File: config.mk
export PLATFORM = sky130hd
export DESIGN_NAME = integer_to_ascii_formatter
export DESIGN_NICKNAME = d
export VERILOG_FILES = /design/src/hw/rtl/itoa_pkg.sv /design/src/hw/rtl/integer_to_ascii_formatter.sv
export SDC_FILE = /design/constraint.sdc
export NUM_CORES = 1
export LEC_CHECK = 0
export ABC_AREA = 0
export BUFFER_PORTS_ARGS = -buffer_cell sky130_fd_sc_hd__buf_4
export CAP_MARGIN = 20
export CELL_PAD_IN_SITES_DETAIL_PLACEMENT = 1
export CELL_PAD_IN_SITES_GLOBAL_PLACEMENT = 2
export CORE_ASPECT_RATIO = 0.6
export CORE_UTILIZATION = 43
export CTS_BUF_LIST = sky130_fd_sc_hd__clkbuf_8
export DETAILED_ROUTE_END_ITERATION = 8
export GPL_ROUTABILITY_DRIVEN = 0
export GPL_TIMING_DRIVEN = 1
export PLACE_DENSITY = 0.85
export SKIP_CTS_REPAIR_TIMING = 1
export SYNTH_ARGS = -nofsm -noshare
export SYNTH_HDL_FRONTEND = slang
export SYNTH_SLANG_ARGS = --single-unit
File: constraint.sdc
create_clock -name clk -period 5.5 [get_ports clk]
set_input_delay 0.825 -clock clk [delete_from_list [all_inputs] [get_ports clk]]
set_output_delay 0.825 -clock clk [all_outputs]
set_load 0.01 [all_outputs]
File: src/hw/rtl/itoa_pkg.sv
package itoa_pkg;

  // Command codes of an input item.
  typedef enum logic [1:0] {
    CMD_CHAR = 2'd0,
    CMD_DEC  = 2'd1,
    CMD_HEX  = 2'd2,
    CMD_NONE = 2'd3
  } cmd_t;

  // Sequencer states.
  typedef enum logic [1:0] {
    ST_IDLE,
    ST_CONV,
    ST_DEC_EMIT,
    ST_HEX_EMIT
  } state_t;

  localparam int unsigned ValueW   = 32;
  localparam int unsigned DecDigits = 10;
  localparam int unsigned HexDigits = ValueW / 4;
  localparam int unsigned BcdW     = DecDigits * 4;

  localparam logic [7:0] ChZero  = 8'h30;
  localparam logic [7:0] ChA     = 8'h41;
  localparam logic [7:0] ChMinus = 8'h2D;

  // Maps one digit (0..15) to its ASCII character, upper-case for A..F.
  function automatic logic [7:0] digit_to_ascii(input logic [3:0] d);
    logic [7:0] ch;
    if (d < 4'd10) begin
      ch = ChZero + {4'd0, d};
    end else begin
      ch = ChA + {4'd0, d} - 8'd10;
    end
    return ch;
  endfunction

endpackage

File: src/hw/rtl/integer_to_ascii_formatter.sv
// Channel   Ports                          Handshake
// input     in_cmd, in_value               accepted when start is high and busy is low
// result    out_ascii_char, out_last       one cycle each, marked by out_valid
//
// A character item gives its byte in the cycle after acceptance and leaves the block ready.
// A decimal item runs a bit-serial binary-to-BCD conversion
// (shift-and-add-3 over ten BCD digits) followed by a digit scan, one digit
// per cycle. A hex item is scanned one nibble per cycle.
// Reset (rst_n low, synchronous) returns the sequencer to idle and drops out_valid.
// Results cannot be stalled; each character is shown for exactly one cycle.
module integer_to_ascii_formatter (
  input  logic        clk,
  input  logic        rst_n,
  input  logic        start,
  output logic        busy,
  input  logic [1:0]  in_cmd,
  input  logic [31:0] in_value,
  output logic        out_valid,
  output logic [7:0]  out_ascii_char,
  output logic        out_last
);

  itoa_pkg::state_t state_r, state_nxt;
  logic [4:0]  cnt_r, cnt_nxt;
  logic [31:0] bin_r, bin_nxt;
  logic [itoa_pkg::BcdW-1:0] bcd_r, bcd_nxt;
  logic        seen_r, seen_nxt;
  logic        out_valid_r, out_valid_nxt;
  logic [7:0]  out_char_r, out_char_nxt;
  logic        out_last_r, out_last_nxt;

  logic [itoa_pkg::BcdW-1:0] bcd_adj;
  logic [3:0]  digit;
  logic        dig_last;
  logic        dig_emit;
  logic        accept;

  assign busy           = (state_r != itoa_pkg::ST_IDLE);
  assign accept         = start && !busy;
  assign out_valid      = out_valid_r;
  assign out_ascii_char = out_char_r;
  assign out_last       = out_last_r;

  // Add 3 to every BCD digit of 5 or more before the next doubling.
  always_comb begin
    for (int i = 0; i < itoa_pkg::DecDigits; i++) begin
      if (bcd_r[i*4 +: 4] >= 4'd5) begin
        bcd_adj[i*4 +: 4] = bcd_r[i*4 +: 4] + 4'd3;
      end else begin
        bcd_adj[i*4 +: 4] = bcd_r[i*4 +: 4];
      end
    end
  end

  // The digit under scan, and whether it is printed (leading zeros are dropped).
  always_comb begin
    if (state_r == itoa_pkg::ST_DEC_EMIT) begin
      digit    = bcd_r[itoa_pkg::BcdW-1 -: 4];
      dig_last = (cnt_r == 5'(itoa_pkg::DecDigits - 1));
    end else begin
      digit    = bin_r[31:28];
      dig_last = (cnt_r == 5'(itoa_pkg::HexDigits - 1));
    end
    dig_emit = (digit != 4'd0) || seen_r || dig_last;
  end

  // Sequencer: next state and result register.
  always_comb begin
    state_nxt     = state_r;
    cnt_nxt       = cnt_r;
    bin_nxt       = bin_r;
    bcd_nxt       = bcd_r;
    seen_nxt      = seen_r;
    out_valid_nxt = 1'b0;
    out_char_nxt  = out_char_r;
    out_last_nxt  = 1'b0;
    unique case (state_r)
      itoa_pkg::ST_IDLE: begin
        if (accept) begin
          cnt_nxt  = '0;
          seen_nxt = 1'b0;
          bcd_nxt  = '0;
          unique case (itoa_pkg::cmd_t'(in_cmd))
            itoa_pkg::CMD_CHAR: begin
              out_valid_nxt = 1'b1;
              out_char_nxt  = in_value[7:0];
              out_last_nxt  = 1'b1;
            end
            itoa_pkg::CMD_DEC: begin
              state_nxt = itoa_pkg::ST_CONV;
              if (in_value[31]) begin
                // A minus sign leaves first; the magnitude is taken modulo 2^32.
                bin_nxt       = 32'd0 - in_value;
                out_valid_nxt = 1'b1;
                out_char_nxt  = itoa_pkg::ChMinus;
              end else begin
                bin_nxt = in_value;
              end
            end
            itoa_pkg::CMD_HEX: begin
              state_nxt = itoa_pkg::ST_HEX_EMIT;
              bin_nxt   = in_value;
            end
            default: begin
              // An unused command gives no characters.
            end
          endcase
        end
      end
      itoa_pkg::ST_CONV: begin
        // Shift one binary bit into the BCD register per cycle.
        bcd_nxt = {bcd_adj[itoa_pkg::BcdW-2:0], bin_r[31]};
        bin_nxt = {bin_r[30:0], 1'b0};
        cnt_nxt = cnt_r + 5'd1;
        if (cnt_r == 5'(itoa_pkg::ValueW - 1)) begin
          cnt_nxt   = '0;
          state_nxt = itoa_pkg::ST_DEC_EMIT;
        end
      end
      itoa_pkg::ST_DEC_EMIT, itoa_pkg::ST_HEX_EMIT: begin
        bcd_nxt       = {bcd_r[itoa_pkg::BcdW-5:0], 4'd0};
        bin_nxt       = {bin_r[27:0], 4'd0};
        cnt_nxt       = cnt_r + 5'd1;
        seen_nxt      = seen_r || dig_emit;
        out_valid_nxt = dig_emit;
        out_char_nxt  = itoa_pkg::digit_to_ascii(digit);
        out_last_nxt  = dig_last;
        if (dig_last) begin
          state_nxt = itoa_pkg::ST_IDLE;
        end
      end
      default: begin
        state_nxt = itoa_pkg::ST_IDLE;
      end
    endcase
  end

  // Control state.
  always_ff @(posedge clk) begin
    if (!rst_n) begin
      state_r     <= itoa_pkg::ST_IDLE;
      out_valid_r <= 1'b0;
    end else begin
      state_r     <= state_nxt;
      out_valid_r <= out_valid_nxt;
    end
  end

  // Datapath registers.
  always_ff @(posedge clk) begin
    cnt_r      <= cnt_nxt;
    bin_r      <= bin_nxt;
    bcd_r      <= bcd_nxt;
    seen_r     <= seen_nxt;
    out_char_r <= out_char_nxt;
    out_last_r <= out_last_nxt;
  end

  // The final character of a run always coincides with the sequencer being idle.
  a_last_idle: assert property (@(posedge clk) disable iff (!rst_n)
    (out_valid_r && out_last_r) |-> (state_r == itoa_pkg::ST_IDLE))
    else $error("final character shown while sequencer still busy");

  // Nothing is printed while the conversion is under way, past its first cycle.
  a_conv_quiet: assert property (@(posedge clk) disable iff (!rst_n)
    (state_r == itoa_pkg::ST_CONV && $past(state_r) == itoa_pkg::ST_CONV) |-> !out_valid_r)
    else $error("character shown during BCD conversion");

  // The block only becomes busy after an accepted item.
  a_busy_cause: assert property (@(posedge clk) disable iff (!rst_n)
    $rose(busy) |-> $past(start))
    else $error("busy raised without a start");

endmodule

=== Yosys cells after proc, flatten, opt, wreduce, memory -nomap -nowiden ===
Cells that the tools add are included.

* Input bits: 37
* Output and inout bits: 11
* Flip-flop bits (word level): 90
* Word-level logic and storage cells: 103

* Equal/unequal tests: 14
* $add $sub $neg: 15
* Reduce and logical (&&, ||, !) cells: 15
* Order comparisons: 11
* Mux-type cells: 40

{| class="wikitable"
|+ Operators by type and width
! operator !! count
|-
| $pmux 40 s3 || 1
|-
| $pmux 32 s3 || 1
|-
| $mux 32 || 2
|-
| $pmux 32 s2 || 1
|-
| $ge 4x3->1 const B || 10
|-
| $mux 4 || 10
|-
| $mux 40 || 1
|-
| $add 4x2->4 const B || 9
|-
| $pmux 8 s2 || 2
|-
| $sub 1x32->32 const A || 1
|-
| $mux 8 || 3
|-
| $pmux 5 s3 || 1
|-
| $mux 5 || 2
|-
| $add 7x4->8 const A || 1
|-
| $pmux 1 s2 || 4
|-
| $reduce_and 4->1 || 2
|-
| $sub 8x4->8 const B || 1
|-
| $add 6x4->7 const A || 1
|-
| $eq 2x2->1 const B || 3
|-
| $mux 1 || 6
|-
| $mux 2 || 3
|-
| $ne 2x2->1 const B || 3
|-
| $ne 3x1->1 const B || 2
|-
| $pmux 2 s3 || 1
|-
| other kinds (18) || 24
|}

=== Depth between registers and ports, before layout ===
* Word-level depth: 7
* Depth in mapped cells: 9
* Mapped depth without buffers: 7

=== Worst setup path after synthesis ===
Ideal clock, no wire load.

* Path type: input to register
* From: input port start
* To: register seen_r, enable pin
* Cell stages on the path: 2
* Path buffers: 0
* Setup time: 0.296 ns
* Slack: 3.108 ns
* Arrival time: 2.096 ns
* Required time: 5.204 ns
* Cell sequence: or3_1 > and2_1

* Cells in the longest elaborated chain, start to end: 3

{| class="wikitable"
|+ RTL lines
! what !! line !! RTL
|-
| from (decl) || integer_to_ascii_formatter.sv:14 || <nowiki>input logic start,</nowiki>
|-
| $logic_and 1x1->1 || integer_to_ascii_formatter.sv:39 || <nowiki>assign accept = start && !busy;</nowiki>
|-
| $ne 2x2->1 (no line) || n/a ||
|-
| $reduce_and 2->1 (no line) || n/a ||
|-
| to (signal assigned) || integer_to_ascii_formatter.sv:154 || <nowiki>seen_r <= seen_nxt;</nowiki>
|-
| to (decl) || integer_to_ascii_formatter.sv:27 || <nowiki>logic seen_r, seen_nxt;</nowiki>
|}

No other way between the ends.
A chain may end at the register's enable or synchronous reset.

=== Worst setup path in the final report ===
* From: register state_r[0]
* To: output port busy

* Cells in the longest elaborated chain, start to end: 1

{| class="wikitable"
|+ RTL lines
! what !! line !! RTL
|-
| from (decl) || integer_to_ascii_formatter.sv:23 || <nowiki>itoa_pkg::state_t state_r, state_nxt;</nowiki>
|-
| from (signal assigned) || integer_to_ascii_formatter.sv:141 || <nowiki>state_r <= itoa_pkg::ST_IDLE;</nowiki>
|-
| from (signal assigned) || integer_to_ascii_formatter.sv:144 || <nowiki>state_r <= state_nxt;</nowiki>
|-
| $reduce_bool 2->1 || integer_to_ascii_formatter.sv:38 || <nowiki>assign busy = (state_r != itoa_pkg::ST_IDLE);</nowiki>
|-
| to (decl) || integer_to_ascii_formatter.sv:15 || <nowiki>output logic busy,</nowiki>
|}

No other way between the ends.

==> results.txt <==
Post-synth EDFFs: 86
RSZ-0062 raised after global routing: no
endpoints failing hold: 0
core area: 12,930 µm²
cell area after synthesis: 5739 µm²
worst hold slack: 0.5929 ns
WHS Endpoint: bin_r[7]
first-pass GRT wire length: 27,120 µm
Syn Inst Count: 577
crit-path most repeated cell: buf_4
Worst R2R Setup Slack: 2.74 ns
Synth top cells by count: edfxtp_1, a21oi_1, nor2_1, nand2_1, inv_1
Synth top area share: 0.4500
Critical Path AT: 2.13 ns
setup tns final: 0 ns
post-layout min period: 2.954 ns
n_diodes: 0
Avg Inst Size Synth: 9.947 µm²
I/O Pins: 48
starting density of the core: 0.4438
CTS tree: done
critical path class: reg -> out
CP delay by family, top: buffers and inverters
wire per inst: 21.43 µm
pwr dens: 293.4 nW/µm²
DR vias/cell: 6.049
actual slew at the worst max-slew pin: 0.8852 ns
max incr delay on CP: 0.63 ns
Cell variety after synth: 58
Clk Latency, worst-skew pair: 0.37 ns
post-route ant nets: 0
WL final: 16,970 µm
CP Cell Sequence: nor2_1, buf_4, inv_1, buf_4
DRT Pass-1 Iters: 5
top cells by area, synth: edfxtp_1, ha_1, a21oi_1
worst flop-to-flop path startpoint: state_r[0]
CP bufs+invs: 3
grt total ovfl: 0
root buf cell: clkbuf_8
Top FF cell, synth: edfxtp_1
Die Wd: 151.2 µm
worst hold path startpoint: bin_r[3]
CTS Buf Count: 9
CP max FO: 20
Post-Syn Nets: 639
Critical Path RT: 4.68 ns
die area: 13,830 µm²
CTS Buffer Depth: 2
Setup-failing EPs final: 0
FF+latch count, synth: 90
clk_skew: 0.01455 ns
vias in the first global route: 4,809
count leader, synth: edfxtp_1
vias: 4,791
sequential fraction of the synthesis area: 0.4639
CP Launch Type: register
synth warn: 0
final-stage net count: 679
crit share post-route: 0.5370
hold crit path type: reg -> reg
Hold Path Depth: 2
FF-to-FF path depth: 8
relative slew slack: 0.4078
Die Y: 91.49 µm
GRT Util Overall: 0.2607
largest net degree at the start of global routing: 53
Post-DP HPWL: 12,380 µm
reg2reg end: out_ascii_char[2]
layout cells sized above 1: 0.1399
Worst setup EP type: output port
DRC viols: 0
IO buf count: 47
Yosys top cell by area: edfxtp_1
outcome: complete, no violations
DR iter-0 viols: 311
Cell Rows: 32
total of max-cap violations: 0
Peak VDD IR: 0.0001196 V
CTS sink cnt: 90
P_leak: 2.347 nW
Final Max Slew Viols: 0
highest-delay cell along the critical path: dfxtp_1
Area Growth Syn to Fin: 13.39%
H-tree depth: 3
initial antenna violation count: 0
CTS clk-pin slew, worst paths: 0.09 ns
Max Clock Freq: 338.6 MHz
post-synthesis async set-or-reset flop share: 0
## cell usage in the layout, fill, tap and decap left out, types with 14 or more instances in the layout
| master | instances |
|---|---|
| buf_4 | 53 |
| o21ai_0 | 31 |
| nand2b_1 | 14 |
| nor2_1 | 45 |
| o22ai_1 | 20 |
| a21oi_1 | 47 |
| ha_1 | 25 |
| xnor2_1 | 15 |
| nand2_1 | 43 |
| inv_1 | 35 |
| xor2_1 | 25 |
| a22oi_1 | 14 |
| o21ai_1 | 14 |
| edfxtp_1 | 86 |
## cells by family (layout without fill, tap and decap cells)
| family | count (synthesis) | in the layout | synth area share |
|---|---|---|---|
| mux | 11 | 11 | 0.01962 |
| fa+ha+maj | 25 | 25 | 0.05450 |
| simple gates | 167 | 167 | 0.1594 |
| xor+xnor | 40 | 40 | 0.06104 |
| compound gates | 185 | 185 | 0.2027 |
| flops | 90 | 90 | 0.4639 |
| buf+inv | 59 | 104 | 0.03880 |
## per-stage QoR
stage	cell area [µm²]	total power [mW]	std cells	worst slack, ns	utilization
after floorplan	5739	1.220	577	3.108	-
after global routing	6507	2.008	792	2.476	0.5032
final	6507	1.909	792	2.546	0.5032
after detailed placement	6256	1.395	774	2.542	0.4837
after CTS	6476	1.914	790	2.571	0.5008
after global placement	6256	1.372	774	2.695	0.4837
## per-layer routing
metal | share of wire | track usage | up-vias | wire, µm
li1 | - | - | 2240 | -
met1 | 0.51 | 0.4148 | 2392 | 8621
met2 | 0.42 | 0.3544 | 145 | 7145
met3 | 0.061 | 0.05226 | 14 | 1036
met4 | 0.010 | 0.05500 | 0 | 170
met5 | 0 | 0 | - | 0
## report_power, final
part	total (mW)	switching, mW	internal (mW)
Clock	0.519	0.253	0.266
Combinational	0.445	0.273	0.172
Sequential	0.945	0.0798	0.865
## layout make-up
class,count,area (µm²)
multi-input cells,428,2858
inverters,33,123.9
clock buffers,10,137.6
fillers,1466,6425
clock inverters,6,82.58
repair buffers,55,429.2
well taps,170,212.7
flip-flops and latches,90,2664
## state kept, by name (all words and copies together) (netlist names)
register	flops
out_last	1
out_ascii_char	8
cnt_r	5
out_valid	1
bcd_r	40
state_r	2
seen_r	1
bin_r	32
## how the worst max path moves through the flow
stage                endpoint   startpoint  cells after the start  slack, ns
CTS                      busy   state_r[0]                      4       2.57
global placement    bin_r[30]  in_value[0]                      8       2.69
finish                   busy   state_r[0]                      4       2.55
detailed placement  bin_r[24]  in_value[0]                      8       2.54
global route             busy   state_r[0]                      4       2.48
floorplan              seen_r        start                      2       3.11
## worst reg2reg max path, cell delays in order, from the launching register on
cell and delay (ns):
dfxtp_1 0.63, buf_4 0.34, nand2b_1 0.46, nor2_1 0.08, a21oi_1 0.35, ha_1 0.28
a21oi_1 0.09, a31oi_1 0.16, a21oi_1 0.10
(Power assumes the default switching activity.)
